## config.mk

```make
export PLATFORM = sky130hd
export DESIGN_NAME = unsorted_list_priority_store_top
export DESIGN_NICKNAME = d
export VERILOG_FILES = /design/src/design/ulps_pkg.sv /design/src/design/ulps_ram.sv /design/src/design/ulps_cmp.sv /design/src/design/unsorted_list_priority_store_top.sv
export SDC_FILE = /design/constraint.sdc
export NUM_CORES = 2
export LEC_CHECK = 0
export ABC_CLOCK_PERIOD_IN_PS = 5500
export BUFFER_PORTS_ARGS = -buffer_cell sky130_fd_sc_hd__buf_4
export CORE_MARGIN = 2
export CORE_UTILIZATION = 40
export CTS_BUF_LIST = sky130_fd_sc_hd__clkbuf_8 sky130_fd_sc_hd__clkbuf_16
export CTS_CLUSTER_SIZE = 28
export DETAILED_ROUTE_END_ITERATION = 12
export GPL_ROUTABILITY_DRIVEN = 0
export PLACE_DENSITY = 0.54
export SYNTH_ARGS = -nofsm -noshare
export SYNTH_HDL_FRONTEND = slang
export SYNTH_SLANG_ARGS = --single-unit
```

## constraint.sdc

```tcl
create_clock -name clk_i -period 5.5 [get_ports clk_i]
set_clock_uncertainty 0.15 [all_clocks]
set_input_delay 0.275 -clock clk_i [delete_from_list [all_inputs] [get_ports clk_i]]
set_output_delay 0.275 -clock clk_i [all_outputs]
set_load 0.01 [all_outputs]
```

## src/design/ulps_pkg.sv

```systemverilog
// Shared types and constants for the unsorted-list priority store.
// No dependencies; used by ulps_cmp and unsorted_list_priority_store_top.
package ulps_pkg;

  localparam int unsigned VALUE_W  = 32;
  localparam int unsigned OP_W     = 2;
  localparam int unsigned STATUS_W = 2;
  localparam int unsigned COUNT_W  = 7;

  localparam logic [OP_W-1:0] OP_ADD        = 2'd0;
  localparam logic [OP_W-1:0] OP_MIN        = 2'd1;
  localparam logic [OP_W-1:0] OP_REMOVE_MAX = 2'd2;
  localparam logic [OP_W-1:0] OP_POP        = 2'd3;

  localparam logic [STATUS_W-1:0] ST_OK    = 2'd0;
  localparam logic [STATUS_W-1:0] ST_EMPTY = 2'd1;
  localparam logic [STATUS_W-1:0] ST_FULL  = 2'd2;

  // control for the shared compare unit
  typedef struct packed {
    logic en;        // a read beat is present this cycle
    logic load;      // first entry of the scan: take it unconditionally
    logic find_max;  // 1: keep strict maximum, 0: keep strict minimum
  } cmp_ctrl_t;

endpackage

```

## src/design/ulps_ram.sv

```systemverilog
// Generic simple dual-port RAM: one write port, one read port, registered read.
// No dependencies.
module ulps_ram #(
  parameter int unsigned WIDTH = 32,
  parameter int unsigned DEPTH = 64
) (
  input  logic                     clk_i,
  input  logic                     we_i,
  input  logic [$clog2(DEPTH)-1:0] waddr_i,
  input  logic [WIDTH-1:0]         wdata_i,
  input  logic                     re_i,
  input  logic [$clog2(DEPTH)-1:0] raddr_i,
  output logic [WIDTH-1:0]         rdata_o
);

  logic [WIDTH-1:0] mem_q [DEPTH];
  logic [WIDTH-1:0] rdata_q;

  always_ff @(posedge clk_i) begin
    if (we_i) begin
      mem_q[waddr_i] <= wdata_i;
    end
    if (re_i) begin
      rdata_q <= mem_q[raddr_i];
    end
  end

  assign rdata_o = rdata_q;

endmodule

```

## src/design/ulps_cmp.sv

```systemverilog
// Shared compare unit: keeps the running best value and its address over a scan.
// Depends on ulps_pkg.
module ulps_cmp #(
  parameter int unsigned AW = 6
) (
  input  logic                                 clk_i,
  input  ulps_pkg::cmp_ctrl_t                  ctrl_i,
  input  logic signed [ulps_pkg::VALUE_W-1:0]  data_i,
  input  logic [AW-1:0]                        addr_i,
  output logic signed [ulps_pkg::VALUE_W-1:0]  best_o,
  output logic [AW-1:0]                        pos_o
);

  logic signed [ulps_pkg::VALUE_W-1:0] best_q;
  logic [AW-1:0]                       pos_q;
  logic                                better;

  // strict compare: on ties the entry seen first (newest) stays
  assign better = ctrl_i.find_max ? (data_i > best_q) : (data_i < best_q);

  always_ff @(posedge clk_i) begin
    if (ctrl_i.en && (ctrl_i.load || better)) begin
      best_q <= data_i;
      pos_q  <= addr_i;
    end
  end

  assign best_o = best_q;
  assign pos_o  = pos_q;

endmodule

```

## src/design/unsorted_list_priority_store_top.sv

```systemverilog
// Top level of the unsorted-list priority store: sequencer, entry RAM and compare unit.
// Depends on ulps_pkg, ulps_ram and ulps_cmp.
//
// Stores up to CAPACITY signed 32-bit values in insertion order in one RAM and
// works on one beat at a time. s_axis_tready is high only while the sequencer
// is idle. A finished result waits in the output register without holding up
// the next beat's work. With n entries stored, a beat takes these steps until
// its result is loaded into the output register:
//   - add, and any beat that meets an empty or full store: straight to finish.
//   - pop: a read of the newest entry, pop-wait, finish.
//   - query-minimum: a scan of all n entries, newest first, scan-end, finish.
//   - remove-maximum: the same scan and scan-end, plus a move when k > 0
//     entries newer than the removed one move down a place, then finish.
// The result shows up on the master side in the cycle after that. Finish
// holds while an earlier result still waits in the output register.
// The scan and the move both stream through the single RAM read port, one
// entry a cycle, with the compare unit taking one read beat per cycle. No
// clearing pass is needed after reset.
module unsorted_list_priority_store_top #(
  parameter int unsigned CAPACITY = 64
) (
  input  logic        clk_i,
  input  logic        rst_ni,
  input  logic        s_axis_tvalid,
  output logic        s_axis_tready,
  input  logic [31:0] s_axis_tdata,   // value[31:0]
  input  logic [1:0]  s_axis_tuser,   // operation[1:0]
  output logic        m_axis_tvalid,
  input  logic        m_axis_tready,
  output logic [39:0] m_axis_tdata,   // result_value[31:0], count[38:32], is_empty[39]
  output logic [1:0]  m_axis_tuser    // status[1:0]
);

  localparam int unsigned CW = $clog2(CAPACITY + 1);
  localparam int unsigned AW = $clog2(CAPACITY);
  localparam int unsigned VW = ulps_pkg::VALUE_W;

  typedef enum logic [2:0] {
    ST_IDLE,
    ST_SCAN,
    ST_SCAN_END,
    ST_SHIFT,
    ST_POP_WAIT,
    ST_FINISH
  } state_e;

  state_e                            state_q, state_d;
  logic [CW-1:0]                     cnt_q, cnt_d;
  logic [AW-1:0]                     addr_q, addr_d;
  logic                              iss_q, iss_d;
  logic                              rv_q, rv_d;
  logic [AW-1:0]                     ra_q, ra_d;
  logic [ulps_pkg::OP_W-1:0]         op_q, op_d;
  logic [VW-1:0]                     res_q, res_d;
  logic [ulps_pkg::STATUS_W-1:0]     st_q, st_d;
  logic                              m_valid_q, m_valid_d;
  logic [VW-1:0]                     m_val_q, m_val_d;
  logic [ulps_pkg::STATUS_W-1:0]     m_st_q, m_st_d;
  logic [ulps_pkg::COUNT_W-1:0]      m_cnt_q, m_cnt_d;
  logic                              m_emp_q, m_emp_d;

  logic                              ram_we;
  logic [AW-1:0]                     ram_waddr;
  logic [VW-1:0]                     ram_wdata;
  logic                              ram_re;
  logic [AW-1:0]                     ram_raddr;
  logic [VW-1:0]                     ram_rdata;

  ulps_pkg::cmp_ctrl_t               cmp_ctrl;
  logic signed [VW-1:0]              cmp_best;
  logic [AW-1:0]                     cmp_pos;

  logic [AW-1:0]                     last;
  logic                              full;
  logic                              accept;

  assign last   = AW'(cnt_q - CW'(1));
  assign full   = (cnt_q == CW'(CAPACITY));
  assign s_axis_tready = (state_q == ST_IDLE);
  assign accept = s_axis_tvalid && s_axis_tready;

  assign cmp_ctrl.en       = rv_q && (state_q == ST_SCAN);
  assign cmp_ctrl.load     = (ra_q == last);
  assign cmp_ctrl.find_max = (op_q == ulps_pkg::OP_REMOVE_MAX);

  ulps_ram #(
    .WIDTH (VW),
    .DEPTH (CAPACITY)
  ) u_ram (
    .clk_i   (clk_i),
    .we_i    (ram_we),
    .waddr_i (ram_waddr),
    .wdata_i (ram_wdata),
    .re_i    (ram_re),
    .raddr_i (ram_raddr),
    .rdata_o (ram_rdata)
  );

  ulps_cmp #(
    .AW (AW)
  ) u_cmp (
    .clk_i  (clk_i),
    .ctrl_i (cmp_ctrl),
    .data_i (ram_rdata),
    .addr_i (ra_q),
    .best_o (cmp_best),
    .pos_o  (cmp_pos)
  );

  always_comb begin
    state_d   = state_q;
    cnt_d     = cnt_q;
    addr_d    = addr_q;
    iss_d     = iss_q;
    rv_d      = iss_q;
    ra_d      = addr_q;
    op_d      = op_q;
    res_d     = res_q;
    st_d      = st_q;
    m_valid_d = m_valid_q && !m_axis_tready;
    m_val_d   = m_val_q;
    m_st_d    = m_st_q;
    m_cnt_d   = m_cnt_q;
    m_emp_d   = m_emp_q;
    ram_we    = 1'b0;
    ram_waddr = AW'(cnt_q);
    ram_wdata = s_axis_tdata;
    ram_re    = 1'b0;
    ram_raddr = addr_q;

    case (state_q)
      ST_IDLE: begin
        if (accept) begin
          op_d  = s_axis_tuser;
          res_d = '0;
          st_d  = ulps_pkg::ST_OK;
          if (s_axis_tuser == ulps_pkg::OP_ADD) begin
            if (full) begin
              st_d = ulps_pkg::ST_FULL;
            end else begin
              ram_we = 1'b1;
              cnt_d  = cnt_q + CW'(1);
            end
            state_d = ST_FINISH;
          end else if (cnt_q == '0) begin
            st_d    = ulps_pkg::ST_EMPTY;
            state_d = ST_FINISH;
          end else if (s_axis_tuser == ulps_pkg::OP_POP) begin
            ram_re    = 1'b1;
            ram_raddr = last;
            state_d   = ST_POP_WAIT;
          end else begin
            addr_d  = last;
            iss_d   = 1'b1;
            state_d = ST_SCAN;
          end
        end
      end

      // newest to oldest; read data arrives in the cycle after the address
      ST_SCAN: begin
        if (iss_q) begin
          ram_re = 1'b1;
          if (addr_q == '0) begin
            iss_d = 1'b0;
          end else begin
            addr_d = addr_q - AW'(1);
          end
        end
        if (rv_q && ra_q == '0) begin
          state_d = ST_SCAN_END;
        end
      end

      ST_SCAN_END: begin
        res_d = cmp_best;
        if (op_q == ulps_pkg::OP_REMOVE_MAX) begin
          if (cmp_pos == last) begin
            cnt_d   = cnt_q - CW'(1);
            state_d = ST_FINISH;
          end else begin
            addr_d  = cmp_pos + AW'(1);
            iss_d   = 1'b1;
            state_d = ST_SHIFT;
          end
        end else begin
          state_d = ST_FINISH;
        end
      end

      // close the gap: entry at ra writes back to ra-1
      ST_SHIFT: begin
        if (iss_q) begin
          ram_re = 1'b1;
          if (addr_q == last) begin
            iss_d = 1'b0;
          end else begin
            addr_d = addr_q + AW'(1);
          end
        end
        if (rv_q) begin
          ram_we    = 1'b1;
          ram_waddr = ra_q - AW'(1);
          ram_wdata = ram_rdata;
          if (ra_q == last) begin
            cnt_d   = cnt_q - CW'(1);
            state_d = ST_FINISH;
          end
        end
      end

      ST_POP_WAIT: begin
        res_d   = ram_rdata;
        cnt_d   = cnt_q - CW'(1);
        state_d = ST_FINISH;
      end

      ST_FINISH: begin
        if (!m_valid_q || m_axis_tready) begin
          m_valid_d = 1'b1;
          m_val_d   = res_q;
          m_st_d    = st_q;
          m_cnt_d   = ulps_pkg::COUNT_W'(cnt_q);
          m_emp_d   = (cnt_q == '0);
          state_d   = ST_IDLE;
        end
      end

      default: begin
        state_d = ST_IDLE;
      end
    endcase
  end

  always_ff @(posedge clk_i or negedge rst_ni) begin
    if (!rst_ni) begin
      state_q   <= ST_IDLE;
      cnt_q     <= '0;
      iss_q     <= 1'b0;
      rv_q      <= 1'b0;
      m_valid_q <= 1'b0;
    end else begin
      state_q   <= state_d;
      cnt_q     <= cnt_d;
      iss_q     <= iss_d;
      rv_q      <= rv_d;
      m_valid_q <= m_valid_d;
    end
  end

  always_ff @(posedge clk_i) begin
    addr_q  <= addr_d;
    ra_q    <= ra_d;
    op_q    <= op_d;
    res_q   <= res_d;
    st_q    <= st_d;
    m_val_q <= m_val_d;
    m_st_q  <= m_st_d;
    m_cnt_q <= m_cnt_d;
    m_emp_q <= m_emp_d;
  end

  assign m_axis_tvalid = m_valid_q;
  assign m_axis_tdata  = {m_emp_q, m_cnt_q, m_val_q};
  assign m_axis_tuser  = m_st_q;

  a_cnt_bound: assert property (@(posedge clk_i) disable iff (!rst_ni)
    cnt_q <= CW'(CAPACITY))
    else $error("entry count above capacity");

  a_write_in_range: assert property (@(posedge clk_i) disable iff (!rst_ni)
    ram_we |-> (CW'(ram_waddr) <= cnt_q))
    else $error("RAM write beyond stored entries");

  a_read_beat_state: assert property (@(posedge clk_i) disable iff (!rst_ni)
    rv_q |-> (state_q == ST_SCAN || state_q == ST_SHIFT))
    else $error("read beat outside scan or shift");

  a_finish_holds: assert property (@(posedge clk_i) disable iff (!rst_ni)
    (state_q == ST_FINISH && m_valid_q && !m_axis_tready) |=> (state_q == ST_FINISH))
    else $error("result overwrote a waiting output beat");

  a_add_grows: assert property (@(posedge clk_i) disable iff (!rst_ni)
    (accept && s_axis_tuser == ulps_pkg::OP_ADD && !full) |=> (cnt_q == $past(cnt_q) + CW'(1)))
    else $error("add did not raise the count");

endmodule
```

---- Word level (Yosys, flattened, before mapping) ----
Memory sizes are Yosys's and may differ from the RTL's. A register that Yosys moved wholly into a read port is not among the register bits.
Cells that the tools add are included.
operators by class
  add/subtract/negate cells ............... 6
  order comparisons ....................... 2
  equality and inequality tests ........... 28
  reduce and logical (&&, ||, !) cells .... 25
  mux-type cells .......................... 71
operators by type and width
  cell                                                                      count
  6-bit 2-to-1 mux                                                          17
  32-bit 2-to-1 mux                                                         3
  32-bit case mux with 3 select lines                                       1
  7-bit 2-to-1 mux                                                          7
  32-bit > comparator                                                       1
  32-bit less-than comparator                                               1
  3-bit 2-to-1 mux                                                          10
  7-bit case mux with 4 select lines                                        1
  1-bit 2-to-1 mux                                                          25
  2-bit inequality test (second input constant)                             12
  6-bit case mux with 4 select lines                                        1
  6-bit equality test                                                       3
  3-bit case mux with 6 select lines                                        1
  6-bit by 1-bit adder with 6-bit output (second input constant)            2
  6-bit logical NOT                                                         2
  6-bit by 1-bit subtractor with 6-bit output (second input constant)       2
  11-bit AND reduction                                                      1
  2-bit by 1-bit inequality test with 1-bit output (second input constant)  5
  8-bit AND reduction                                                       1
  4-bit nonzero test                                                        2
  7-bit by 1-bit adder with 7-bit output (second input constant)            1
  7-bit equality test (second input constant)                               1
  7-bit logical NOT                                                         1
  7-bit AND reduction                                                       1
  other kinds (17)                                                          30
word-level totals
  logic and storage cells ................. 149
  memories kept ........................... 1
  input bits .............................. 38
  RAM bits ................................ 2,048
  register bits ........................... 141
  output and inout bits ................... 44
memories
  memory       words  width  rd ports  clocked after memory_dff  write ports  RTL line        RTL
  u_ram.mem_q  64     32     1         1                         1            ulps_ram.sv:16  logic [WIDTH-1:0] mem_q [DEPTH];

---- Depth between registers and ports, before layout ----
  depth after elaboration ................. 7
  mapped depth ............................ 17
  mapped depth without buffers ............ 10

---- Hierarchy ----
From an unflattened synthesis, not the netlist that was laid out.
unflattened totals
  cell total of the unflattened synthesis .. 4,168
  area total of the unflattened synthesis .. 86,724.4 um2
by module, submodules not included
  module                            cells each  seq. area each (um2)  times used  area an instance (um2)
  ulps_ram                          3,572       62,459.9              1           79,206.0
  unsorted_list_priority_store_top  438         2,967.8               1           5,495.3
  ulps_cmp                          158         1,141.1               1           2,023.2

---- Worst setup path after synthesis ----
No wires, ideal clock.
  path kind ............................... register to register
  start ................................... reg state_q[0]
  end ..................................... mem u_ram.mem_q[0][0] (data pin)
  setup time .............................. 0.702 ns
  stages on the path, launching flop included .. 8
  setup slack ............................. 0.548 ns
  period minus slack after synthesis ...... 4.952 ns
  data arrival time ....................... 4.099 ns
  path buffers ............................ 3
  required time ........................... 4.648 ns
  path through ............................ dfrtp_1 -> clkbuf_1 -> inv_1 -> nor2_1 -> nand2_1 -> clkbuf_1 -> clkbuf_1 -> o21ai_0
between the ends
  cells in the longest elaborated chain, start to end .. 2
RTL lines
  item                                            RTL line                                 RTL
  from (decl)                                     unsorted_list_priority_store_top.sv:47   state_e state_q, state_d;
  from (signal assigned)                          unsorted_list_priority_store_top.sv:243  state_q <= state_d;
  3-bit by 2-bit equality test with 1-bit output  unsorted_list_priority_store_top.sv:131  case (state_q)
  32-bit 2-to-1 mux                               unsorted_list_priority_store_top.sv:131
  via ram_wdata[0]                                unsorted_list_priority_store_top.sv:64   logic [VW-1:0] ram_wdata;
  to (decl)                                       ulps_ram.sv:16
The timed path passes the listed nets, and every way through them passes these cells.

---- Worst setup path in the final report ----
  start ................................... reg cnt_q[1]
  end ..................................... reg u_ram.rdata_q[5], in the netlist u_ram.rdata_o[5] (read register of u_ram.mem_q) (data pin)
between the ends
  cells in the longest elaborated chain, start to end .. 6
  elaborated cells between the ends (all ways) .. 11
  those cells by class .................... add/sub (1); mux (9); reduce/logical (1)
RTL lines
  item                                         RTL line                                 RTL
  from (decl)                                  unsorted_list_priority_store_top.sv:48   logic [CW-1:0] cnt_q, cnt_d;
  from (signal assigned)                       unsorted_list_priority_store_top.sv:244  cnt_q <= cnt_d;
  7-bit by 1-bit subtractor with 7-bit output  --
  6-bit 2-to-1 mux                             unsorted_list_priority_store_top.sv:148  end else if (s_axis_tuser == ulps_pkg::OP_POP) begin
  6-bit 2-to-1 mux                             unsorted_list_priority_store_top.sv:145  end else if (cnt_q == '0) begin
  6-bit 2-to-1 mux                             unsorted_list_priority_store_top.sv:137  if (s_axis_tuser == ulps_pkg::OP_ADD) begin
  6-bit 2-to-1 mux                             unsorted_list_priority_store_top.sv:133  if (accept) begin
  6-bit 2-to-1 mux                             unsorted_list_priority_store_top.sv:131
  to (decl)                                    ulps_ram.sv:17                           logic [WIDTH-1:0] rdata_q;
Parallel ways exist; a longest one is shown, timed or not.
A chain may end at the register's enable or synchronous reset.

==> metrics.md <==
| Metric | Value |
|---|---|
| Top fanout value on the critical path | 26 |
| Instance count along the most critical hold path | 2 |
| Std-Cell Core Area | 219100 um2 |
| Effective utilization at floorplan | 0.4014 |
| Number of setup violations in the final report | 0 |
| Data arrival time of the critical path | 5500 ps |
| Result of the run | completed |
| Total congestion overflow | 0 |
| Pin count of the biggest net entering global routing | 86 |
| First-pass DRT Iterations | 6 |
| Half-perimeter wire length after detailed placement | 172.4 mm |
| Per-instance average area after synthesis | 14.95 um2 |
| Leakage power | 33.82 nW |
| Summed instance area of the synthesized netlist | 87950 um2 |
| Max-cap violations | 0 |
| Share of power burned in the clock network | 0.262 |
| Design Power | 56.35 mW |
| Number of distinct library cells after synthesis | 74 |
| Via count | 55390 |
| FFs w/ async S/R, synth | 0.005853 |
| DRC viols | 0 |
| Per-cell via count in the routed design | 6.040 |
| Fraction of power consumed by combinational cells | 0.346 |
| Proportion of layout cells with a drive suffix above 1 | 0.1420 |
| Power density cells | 556.4 nW/um2 |
| Final WL | 306.6 mm |
| Antenna violations before repair | 14 |
| Reported net switching power | 21.40 mW |
| Classification of the worst setup path | reg -> reg |
| Class of the most critical hold timing path | in -> reg |
| Fin Setup TNS | 0 ps |
| Min-delay src | s_axis_tuser[1] |
| Clock tree from TritonCTS | done |
| Violation count after the first detailed-route iteration | 8807 |
| Wire length of the first global-routing pass | 420.7 mm |
| Clock slew at the register clock pins of the worst setup and hold paths | 60 ps |
| Number of ports placed on the die boundary | 82 |
| Required time of the worst setup path | 5880 ps |
| Primary flip-flop cell chosen by synthesis mapping | sky130_fd_sc_hd__edfxtp_1 |
| Ys Warns | 0 |
| Number of synthesized flops with an enable pin | 2202 |
| Synth Net Count | 5961 |
| Post_cts resized | 0 |
| Worst-path cell chain | inv_1 > ha_1 > nor4b_4 > a211o_1 > a21oi_4 > buf_12 > buf_4 > mux4_2 > nand3_1 > nand4_1 > nor4bb_1 > nand4_1 |
| Number of buffers added by the clock tree synthesis step | 224 |
| Final cycle utilization of the critical path | 0.9310 |
| Kind of end point of the critical path | flip-flop |
| Vias in the first global route | 51510 |
| Proportion of total power due to net switching | 0.3797 |
| Critical Path Slowest Stage Cell | sky130_fd_sc_hd__nor4bb_1 |
| Chip Height | 472.9 um |
| Mux contribution to synthesized area | 0.05207 |
| Cells after synthesis | 5883 |
| Horizontal extent of the die | 472.9 um |
| Cell occurring most often along the worst timing path | sky130_fd_sc_hd__nand4_1 |
| H-tree depth | 4 |
| Total Die Area | 223600 um2 |
| Total number of nets in the final design | 6190 |
| Endpoint of the worst hold-timing path | op_q[1] |
| Delay of the slowest critical-path stage | 1020 ps |
| Transition time of the tightest slew-check pin | 1403 ps |
| R2r startpoint | cnt_q[1] |
| Clock latency on the worst-skew pair | 880 ps |
| Simple-Gate Fraction of Synth Area | 0.1093 |
| Final Hold Fails | 0 |
| Overall fraction of global-route tracks in use | 0.2698 |
| CTS root buf | sky130_fd_sc_hd__clkbuf_16 |
| Filler cell count | 19110 |
| Count of state elements after synthesis | 2221 |
| Worst reg-to-reg setup slack | 380 ps |
| Average detailed-routed wire length per instance | 33.43 um |
| Fin crit period | 5120 ps |
| Number of pins exceeding their max-slew limit in the final report | 0 |
| Clock Tree Buf Depth | 3 |
| Sequential cell fraction of total power | 0.392 |
| Max-slew headroom | 0.06439 |
| FMAX | 195.3 MHz |
| Sequential element share of the synthesized area | 0.7569 |
| Clock sink count | 2221 |
| Endpoint of the lowest-slack register-to-register path | u_ram.rdata_o[5] |
| Maximum VDD drop | 0.5301 mV |
| RSZ-0062 raised after global routing | false |
| Synthesis-to-layout area growth | 15.17% |
| Complex-gate fraction of the synthesized area | 0.05031 |
| Number of nets with antenna violations after detailed routing | 0 |
| Reg2reg path depth | 12 |
| Arithmetic-cell share of the synthesized area counting full adders, half adders and majority gates | 0.005691 |
| XOR/XNOR share of the synthesized area | 0.004183 |
| Row Count | 172 |
| Combinational family with the most area after synthesis | simple AND/OR/NAND/NOR gates |
| Finished Core Util | 0.4623 |
| Cell internal pwr | 34.95 mW |
| Count of buffers from port buffering | 81 |
| Crit path launch type | flip-flop |
logic make-up after synthesis:
logic type                 after synthesis
DFF                                   2221
xor gates and xnor gates                42
AOI/OAI and AO/OA                      636
and+or+nand+nor                       2218
buffers and inverters                  410
adders and majority gates               40
muxes                                  316
layout by cell type, fill, tap and decap left out, types with 33 or more instances in the layout:
cell / n
sky130_fd_sc_hd__clkinv_1: 57
sky130_fd_sc_hd__a32oi_1: 43
sky130_fd_sc_hd__buf_4: 269
sky130_fd_sc_hd__a22o_1: 33
sky130_fd_sc_hd__clkbuf_16: 226
sky130_fd_sc_hd__and3_1: 34
sky130_fd_sc_hd__mux2_2: 34
sky130_fd_sc_hd__nor2_1: 56
sky130_fd_sc_hd__a31oi_1: 105
sky130_fd_sc_hd__a21oi_1: 165
sky130_fd_sc_hd__ha_1: 40
sky130_fd_sc_hd__nand2_1: 1347
sky130_fd_sc_hd__buf_12: 77
sky130_fd_sc_hd__o2111ai_1: 47
sky130_fd_sc_hd__mux2i_1: 168
sky130_fd_sc_hd__inv_1: 113
sky130_fd_sc_hd__a22oi_1: 44
sky130_fd_sc_hd__edfxtp_1: 2202
sky130_fd_sc_hd__nor2_4: 69
sky130_fd_sc_hd__nand4_1: 102
sky130_fd_sc_hd__nand3_1: 521
sky130_fd_sc_hd__mux4_2: 109
worst max-delay path: cells and delay by family (launching register included):
kind,cells,cell delay (ps)
compound gates,2,910
flops,1,500
buf+inv,3,750
simple gates,5,1690
fa+ha+maj,1,210
mux,1,540
power groups by stage:
stage / registers [mW] / clock network, mW / logic, mW
6_report: 22.1 / 14.8 / 19.5
5_1_grt: 22.1 / 15.6 / 20.5
4_1_cts: 22.0 / 14.9 / 19.3
3_5_place_dp: 22.4 / 0 / 19.2
3_3_place_gp: 22.4 / 0 / 19.1
2_1_floorplan: 21.9 / 0 / 11.1
Yosys cell counts (6+ instances only):
cell type / instances / share of area
sky130_fd_sc_hd__a2111oi_0: 13 / 0.0013
sky130_fd_sc_hd__a211oi_1: 24 / 0.0020
sky130_fd_sc_hd__a21o_1: 11 / 0.00094
sky130_fd_sc_hd__a21oi_1: 172 / 0.0098
sky130_fd_sc_hd__a221oi_1: 11 / 0.0011
sky130_fd_sc_hd__a22o_1: 33 / 0.0033
sky130_fd_sc_hd__a22oi_1: 44 / 0.0038
sky130_fd_sc_hd__a311oi_1: 15 / 0.0015
sky130_fd_sc_hd__a31oi_1: 106 / 0.0075
sky130_fd_sc_hd__a32o_1: 16 / 0.0018
sky130_fd_sc_hd__a32oi_1: 43 / 0.0043
sky130_fd_sc_hd__and3_1: 34 / 0.0024
sky130_fd_sc_hd__and4_1: 7 / 0.00070
sky130_fd_sc_hd__buf_1: 43 / 0.0018
sky130_fd_sc_hd__buf_2: 137 / 0.0078
sky130_fd_sc_hd__buf_4: 33 / 0.0028
sky130_fd_sc_hd__buf_6: 8 / 0.0010
sky130_fd_sc_hd__clkbuf_1: 130 / 0.0055
sky130_fd_sc_hd__dfrtp_1: 13 / 0.0037
sky130_fd_sc_hd__dfxtp_1: 6 / 0.0014
sky130_fd_sc_hd__edfxtp_1: 2202 / 0.75
sky130_fd_sc_hd__ha_1: 40 / 0.0057
sky130_fd_sc_hd__inv_1: 59 / 0.0025
sky130_fd_sc_hd__mux2_2: 35 / 0.0045
sky130_fd_sc_hd__mux2i_1: 170 / 0.019
sky130_fd_sc_hd__mux4_2: 109 / 0.028
sky130_fd_sc_hd__nand2_1: 1349 / 0.058
sky130_fd_sc_hd__nand2b_1: 6 / 0.00043
sky130_fd_sc_hd__nand3_1: 521 / 0.030
sky130_fd_sc_hd__nand4_1: 102 / 0.0073
sky130_fd_sc_hd__nor2_1: 125 / 0.0053
sky130_fd_sc_hd__nor3_1: 18 / 0.0010
sky130_fd_sc_hd__o2111ai_1: 47 / 0.0047
sky130_fd_sc_hd__o21a_1: 9 / 0.00077
sky130_fd_sc_hd__o21ai_0: 27 / 0.0015
sky130_fd_sc_hd__o21ai_1: 15 / 0.00085
sky130_fd_sc_hd__o22ai_1: 8 / 0.00057
sky130_fd_sc_hd__o31a_1: 6 / 0.00060
sky130_fd_sc_hd__or3_1: 8 / 0.00057
sky130_fd_sc_hd__or4_1: 11 / 0.00094
sky130_fd_sc_hd__xnor2_1: 27 / 0.0027
sky130_fd_sc_hd__xor2_1: 15 / 0.0015
layer usage:
metal / share of wire / track usage / vias up
met2: 0.45 / 0.4119 / 3209
met5: 0.00026 / 0 / -
met3: 0.11 / 0.06080 / 472
met1: 0.40 / 0.3833 / 28800
li1: - / - / 22900
met4: 0.034 / 0.08736 / 8
flip-flops by register name (all words and copies together), names as in the netlist, 3 cells and up:
signal / cells
u_ram.mem_q: 2048
m_val_q: 32
res_q: 32
u_cmp.best_o: 32
u_ram.rdata_o: 32
cnt_q: 7
m_cnt_q: 7
addr_q: 6
ra_q: 6
u_cmp.pos_o: 6
state_q: 3
stage by stage:
step / setup WS (ps) / hold WS [ps] / cell area [um2] / cells
2_1_floorplan: 548.2 / -170.6 / 87950 / 5883
3_3_place_gp: 511.5 / -11.26 / 94160 / 8749
3_5_place_dp: 417.5 / -5.886 / 94160 / 8749
4_1_cts: 418.8 / 2.864 / 101300 / 9166
5_1_grt: 340.8 / 33.70 / 101300 / 9168
6_report: 379.7 / 56.26 / 101300 / 9170
worst max path at each step:
stage                     from           endpoint  slack (ps)  cells after the start
global route          cnt_q[1]   u_ram.rdata_o[5]         340                     13
floorplan           state_q[0]  u_ram.mem_q[0][0]         550                      7
CTS                   cnt_q[1]   u_ram.rdata_o[5]         420                     12
global placement    state_q[2]   u_ram.rdata_o[5]         510                     10
detailed placement    cnt_q[1]   u_ram.rdata_o[5]         420                     12
finish                cnt_q[1]   u_ram.rdata_o[5]         380                     12
area by class of cell:
| cell class | instances | area (um2) | share of cell area |
|---|---|---|---|
| multi-input combinational | 3252 | 20220 | 0.1996 |
| clock buffer | 226 | 5655 | 0.05584 |
| antenna | 4 | 10.01 | 0.00009883 |
| sequential | 2221 | 66570 | 0.6572 |
| tap | 2871 | 3592 | 0.03547 |
| clock inverter | 183 | 1375 | 0.01358 |
| timing repair buffer | 354 | 3641 | 0.03595 |
| inverter | 59 | 221.5 | 0.002187 |
repair_timing:
| action | 4_1_cts | 5_1_grt |
|---|---|---|
| hold buffers | 8 | 0 |
| buffers inserted | 0 | 0 |
| endpoints found under the hold margin | 54 | 0 |
No activity file was read; power rests on OpenSTA's default activity.
